===== src/rtl/core/hqp_pkg.sv =====
// package for the quadratic-probe hash table
// field widths, action and status codes, controller/datapath command and status structs
// no dependencies
package hqp_pkg;

    localparam int KEY_W          = 16;
    localparam int HANDLE_W       = 16;
    localparam int COUNT_W        = 9;
    localparam int HASH_W         = KEY_W + 4;
    localparam int TABLE_SIZE_DEF = 256;

    localparam logic [3:0]         HASH_MUL  = 4'd13;
    localparam logic [COUNT_W-1:0] COUNT_MAX = '1;

    // action codes
    localparam logic [1:0] ACT_INSERT = 2'd0;
    localparam logic [1:0] ACT_REMOVE = 2'd1;
    localparam logic [1:0] ACT_SEARCH = 2'd2;

    // bit positions in the slot flag word
    localparam int FLAG_USED = 0;
    localparam int FLAG_DEL  = 1;
    localparam int FLAG_W    = 2;

    typedef enum logic [1:0] {
        ST_OK        = 2'd0,
        ST_NOT_FOUND = 2'd1,
        ST_FULL      = 2'd2
    } t_status;

    typedef struct packed {
        logic clear_step;
        logic load_item;
        logic hash_step;
        logic load_home;
        logic advance;
        logic wr_insert;
        logic wr_remove;
        logic take_handle;
        logic res_ok;
        logic res_full;
        logic load_out;
    } t_dp_cmd;

    typedef struct packed {
        logic       clear_last;
        logic       act_known;
        logic       hash_done;
        logic       slot_free;
        logic       slot_match;
        logic       probe_last;
        logic       out_free;
        logic [1:0] action;
    } t_dp_stat;

endpackage


===== src/rtl/core/hqp_ctrl.sv =====
// controller state machine for the quadratic-probe hash table
// depends on hqp_pkg
module hqp_ctrl (
    input  logic               i_clk,
    input  logic               i_rst_n,
    input  logic               i_valid,
    output logic               o_ready,
    input  hqp_pkg::t_dp_stat  i_stat,
    output hqp_pkg::t_dp_cmd   o_cmd
);
    import hqp_pkg::*;

    typedef enum logic [5:0] {
        S_CLEAR = 6'b000001,
        S_IDLE  = 6'b000010,
        S_HASH  = 6'b000100,
        S_READ  = 6'b001000,
        S_EVAL  = 6'b010000,
        S_DONE  = 6'b100000
    } t_state;

    t_state r_state;
    t_state n_state;

    always_ff @(posedge i_clk) begin
        if (!i_rst_n) begin
            r_state <= S_CLEAR;
        end else begin
            r_state <= n_state;
        end
    end

    always_comb begin
        n_state = r_state;
        o_cmd   = '0;
        o_ready = 1'b0;
        case (r_state)
            S_CLEAR: begin
                o_cmd.clear_step = 1'b1;
                if (i_stat.clear_last) begin
                    n_state = S_IDLE;
                end
            end
            S_IDLE: begin
                o_ready = 1'b1;
                if (i_valid) begin
                    o_cmd.load_item = 1'b1;
                    n_state         = S_HASH;
                end
            end
            S_HASH: begin
                if (!i_stat.act_known) begin
                    n_state = S_DONE;
                end else if (i_stat.hash_done) begin
                    o_cmd.load_home = 1'b1;
                    n_state         = S_READ;
                end else begin
                    o_cmd.hash_step = 1'b1;
                end
            end
            S_READ: begin
                n_state = S_EVAL;
            end
            S_EVAL: begin
                if (i_stat.action == ACT_INSERT) begin
                    if (i_stat.slot_free) begin
                        o_cmd.wr_insert = 1'b1;
                        o_cmd.res_ok    = 1'b1;
                        n_state         = S_DONE;
                    end else if (i_stat.probe_last) begin
                        o_cmd.res_full = 1'b1;
                        n_state        = S_DONE;
                    end else begin
                        o_cmd.advance = 1'b1;
                        n_state       = S_READ;
                    end
                end else begin
                    if (i_stat.slot_free) begin
                        n_state = S_DONE;
                    end else if (i_stat.slot_match) begin
                        o_cmd.wr_remove   = (i_stat.action == ACT_REMOVE);
                        o_cmd.take_handle = (i_stat.action == ACT_SEARCH);
                        o_cmd.res_ok      = 1'b1;
                        n_state           = S_DONE;
                    end else if (i_stat.probe_last) begin
                        n_state = S_DONE;
                    end else begin
                        o_cmd.advance = 1'b1;
                        n_state       = S_READ;
                    end
                end
            end
            S_DONE: begin
                if (i_stat.out_free) begin
                    o_cmd.load_out = 1'b1;
                    n_state        = S_IDLE;
                end
            end
            default: begin
                n_state = S_CLEAR;
            end
        endcase
    end

endmodule


===== config.mk =====
export PLATFORM = sky130hd
export DESIGN_NAME = hqp_ctrl
export DESIGN_NICKNAME = d
export VERILOG_FILES = /design/src/rtl/core/hqp_pkg.sv /design/src/rtl/core/hqp_ctrl.sv
export SDC_FILE = /design/constraint.sdc
export NUM_CORES = 1
export LEC_CHECK = 0
export ABC_AREA = 1
export BUFFER_PORTS_ARGS = -buffer_cell sky130_fd_sc_hd__buf_2
export CORE_AREA = 8 8 45 47
export DETAILED_ROUTE_END_ITERATION = 8
export DIE_AREA = 0 0 53 55
export HOLD_SLACK_MARGIN = 0.03
export PLACE_DENSITY = 0.68
export SYNTH_ARGS = -nofsm -noshare
export SYNTH_HDL_FRONTEND = slang
export SYNTH_SLANG_ARGS = --single-unit

===== constraint.sdc =====
create_clock -name i_clk -period 2.5 [get_ports i_clk]
set_input_delay 0.25 -clock i_clk [delete_from_list [all_inputs] [get_ports i_clk]]
set_output_delay 0.25 -clock i_clk [all_outputs]
set_load 0.005 [all_outputs]

==> flow_results.xml <==
<?xml version="1.0" encoding="UTF-8"?>
<metrics>
  <group name="layout">
    <metric name="layout.filler_cells" unit="">148</metric>
    <metric name="layout.cells.most_common_list" unit="">23 x buf_2, 18 x inv_1, 14 x nand2_1, 14 x nor2_1</metric>
    <metric name="post_route_cells_drive_above_1_share" unit="">0.361</metric>
    <metric name="nNetsFinal" unit="">122</metric>
    <metric name="n_antenna_cell" unit="">0</metric>
    <metric name="most_common_cell_after_layout_fill_and_taps_aside" unit="">buf_2</metric>
    <metric name="syn2layout_area_growth" unit="%">31.0</metric>
    <metric name="largest_register_ffs" unit="">6</metric>
    <metric name="regMostFlops" unit="">r_state</metric>
    <metric name="largestRegisters" unit="">r_state (6)</metric>
  </group>
  <group name="worst_setup_path">
    <metric name="worstReg2RegEnd" unit="">r_state[5]</metric>
    <metric name="critPathMaxStageDelay" unit="ps">350</metric>
    <metric name="critical_path.endpoint_type" unit="">primary output</metric>
    <metric name="critPathCapture" unit="">o_cmd[2]</metric>
    <metric name="rr_startpoint" unit="">r_state[4]</metric>
    <metric name="timing.critical_path.slowest_stage_cell" unit="">dfxtp_1</metric>
    <metric name="critical_path_required" unit="ps">2250</metric>
    <metric name="r2r_cells" unit="">5</metric>
    <metric name="cp_num_buf_inv" unit="">2</metric>
    <metric name="start_kind" unit="">flop</metric>
    <metric name="critical-path-top-cell-by-count" unit="">nor2_4</metric>
    <metric name="setup.worst_path.class" unit="">flop to primary output</metric>
    <metric name="timing.reg2reg.setup_slack" unit="ps">1290</metric>
    <metric name="path_depth" unit="">6</metric>
    <metric name="critical_path_peak_fanout" unit="">7</metric>
    <metric name="cp.arrival" unit="ps">1390</metric>
    <metric name="cpLargestDelayFamily" unit="">simple AND/OR/NAND/NOR gates</metric>
    <metric name="crit_path_cell_chain" unit="">nor2_4 -&gt; nand2_2 -&gt; nor2_4 -&gt; inv_4 -&gt; a211oi_1 -&gt; buf_2</metric>
    <metric name="cp-startpoint" unit="">r_state[1]</metric>
  </group>
  <group name="routing">
    <metric name="detail_route.iter0.violations" unit="">14</metric>
    <metric name="final_antenna_net_count" unit="">0</metric>
    <metric name="avg_vias_per_cell" unit="">4.90</metric>
    <metric name="post_drt_wl_per_cell" unit="microns">11.7</metric>
    <metric name="total_detailed_routing_wirelength" unit="microns">1450</metric>
    <metric name="drc" unit="">0</metric>
    <metric name="number_of_vias_in_the_routed_layout" unit="">607</metric>
    <metric name="drt_pass1_iterations" unit="">4</metric>
  </group>
  <group name="floorplanning">
    <metric name="initial_core_util" unit="">0.367</metric>
    <metric name="io_pins" unit="">24</metric>
    <metric name="floorplan.die_area" unit="sq um">2920</metric>
    <metric name="std_cell_rows" unit="">14</metric>
    <metric name="design.core.area" unit="sq um">1380</metric>
    <metric name="die_w" unit="microns">53</metric>
    <metric name="die-height" unit="microns">55</metric>
  </group>
  <group name="yosys">
    <metric name="synthDistinctLibCells" unit="">16</metric>
    <metric name="ys.warnings.count" unit="">0</metric>
    <metric name="seq_area_frac_synth" unit="">0.236</metric>
    <metric name="postSynthAreaPerCell" unit="sq um">6.19</metric>
    <metric name="syn_inst" unit="">82</metric>
    <metric name="synth_fp_nets" unit="">94</metric>
    <metric name="synthesis.area" unit="sq um">508</metric>
    <metric name="synth_seq_cells" unit="">6</metric>
  </group>
  <group name="clock_network">
    <metric name="postCtsResizedCells" unit="">0</metric>
    <metric name="worstSkewPairLatency" unit="ps">260</metric>
    <metric name="cts_tree" unit="">built</metric>
    <metric name="root_buffer" unit="">clkbuf_4</metric>
    <metric name="ctsLongestPathBuffers" unit="">2</metric>
    <metric name="clkSlewWorstSetupHoldPaths" unit="ps">50</metric>
    <metric name="numCtsBuffers" unit="">3</metric>
    <metric name="htree_num_levels" unit="">1</metric>
    <metric name="cts_num_sinks" unit="">6</metric>
    <metric name="cts_setup_buffers" unit="">0</metric>
    <metric name="count_of_hold_buffers_inserted_by_post_cts_repair" unit="">0</metric>
  </group>
  <group name="timing">
    <metric name="finalSetupTns" unit="ps">0</metric>
    <metric name="timing.hold.ws" unit="ps">229</metric>
    <metric name="final_period_minus_worst_setup_slack" unit="ps">1640</metric>
    <metric name="clock-skew-final" unit="ps">1.31</metric>
    <metric name="timing.final.setup_violations" unit="">0</metric>
    <metric name="maximum_achievable_frequency" unit="GHz">0.609</metric>
    <metric name="tightestPinTransition" unit="ps">274</metric>
    <metric name="rsz_0062_raised_after_global_routing" unit="">false</metric>
    <metric name="timing_max_transition_violations_final" unit="">0</metric>
    <metric name="slew-limit-headroom" unit="">0.817</metric>
    <metric name="number_of_hold_slack_violations_in_the_final_timing_report" unit="">0</metric>
    <metric name="min_period_over_period" unit="">0.657</metric>
  </group>
  <group name="power">
    <metric name="vdd.ir_drop.worst" unit="mV">0.184</metric>
    <metric name="leakage" unit="uW">0.000375</metric>
    <metric name="power-per-cell-area" unit="nW/um^2">521</metric>
  </group>
  <group name="global_routing">
    <metric name="vias_in_the_first_global_route" unit="">616</metric>
    <metric name="grt_start_max_net_pins" unit="">8</metric>
    <metric name="grt.overflow.total" unit="">0</metric>
    <metric name="grt_use_total" unit="">0.116</metric>
    <metric name="wire_length_of_the_first_global_routing_pass" unit="microns">2550</metric>
    <metric name="antenna_violations_before_repair" unit="">0</metric>
  </group>
  <group name="flow_run">
    <metric name="timing.max_cap.violations" unit="">0</metric>
  </group>
  <group name="worst_hold_path">
    <metric name="hold_path.class" unit="">input port to flop</metric>
  </group>
  <group name="placement">
    <metric name="dp.final_hpwl" unit="microns">1230</metric>
    <metric name="place.gp.congestion" unit="">0.890</metric>
    <metric name="placement.io_buffers" unit="">23</metric>
  </group>
  <group name="run_status">
    <metric name="status" unit="">finished clean</metric>
  </group>
</metrics>
==> power breakdown <==
| part | switching, uW | internal [uW] | total (uW) |
|---|---|---|---|
| clock | 42.9 | 54.8 | 97.7 |
| sequential | 15.0 | 107 | 122 |
| combinational | 78.0 | 48.6 | 127 |
| total | 136 | 211 | 347 |
==> worst min-delay path by stage <==
stage	start	endpoint	slack (ps)	depth (start not counted)
finish	i_rst_n	r_state[0]	230	2
global route	i_rst_n	r_state[0]	250	2
CTS	i_rst_n	r_state[0]	220	2
detailed placement	i_rst_n	r_state[0]	490	2
global placement	i_rst_n	r_state[0]	490	2
floorplan	i_rst_n	r_state[0]	330	1
==> kinds of logic after synthesis <==
kind of cell	count (synthesis)	synth area share
compound gates	4	0.0616
buf+inv	19	0.145
flops	6	0.236
simple gates	53	0.557
==> routing by layer <==
layer / track usage / vias up / wire, microns
li1: - / 313 / -
met1: 0.131 / 258 / 624
met2: 0.188 / 31 / 660
met3: 0.0321 / 5 / 133
met4: 0.0819 / 0 / 35
met5: 0 / - / 0
==> layout make-up <==
class	instances	area [sq um]	area share
clock buffer	3	22.5	0.0338
tap	16	20.0	0.0301
timing repair buffer	23	115	0.173
sequential	6	120	0.180
inverter	19	73.8	0.111
multi-input combinational	57	314	0.472
==> metrics by stage <==
stage                      util  instances  cell area (sq um)  power [uW]  worst slack (ps)
after global placement    0.465        121                643         250              1180
final                     0.481        124                666         347               858
after floorplan               -         82                508         211              1300
after CTS                 0.481        124                666         350               831
after global routing      0.481        124                666         372               780
after detailed placement  0.465        121                643         252              1120
==> cell usage after synthesis <==
cell,n,share of area
inv_1,18,0.13
nand2_1,14,0.10
nor2_1,14,0.10
dfxtp_1,6,0.24
nand3_1,6,0.059
nand4_1,5,0.062
nor2_2,4,0.049
nor2_4,4,0.089
nor3_1,3,0.030
nor4_2,2,0.049
a211oi_1,1,0.015
inv_4,1,0.012
nand2_2,1,0.012
o211ai_1,1,0.015
o21a_1,1,0.015
o21ai_2,1,0.017
Power figures use the tool's default switching activity.
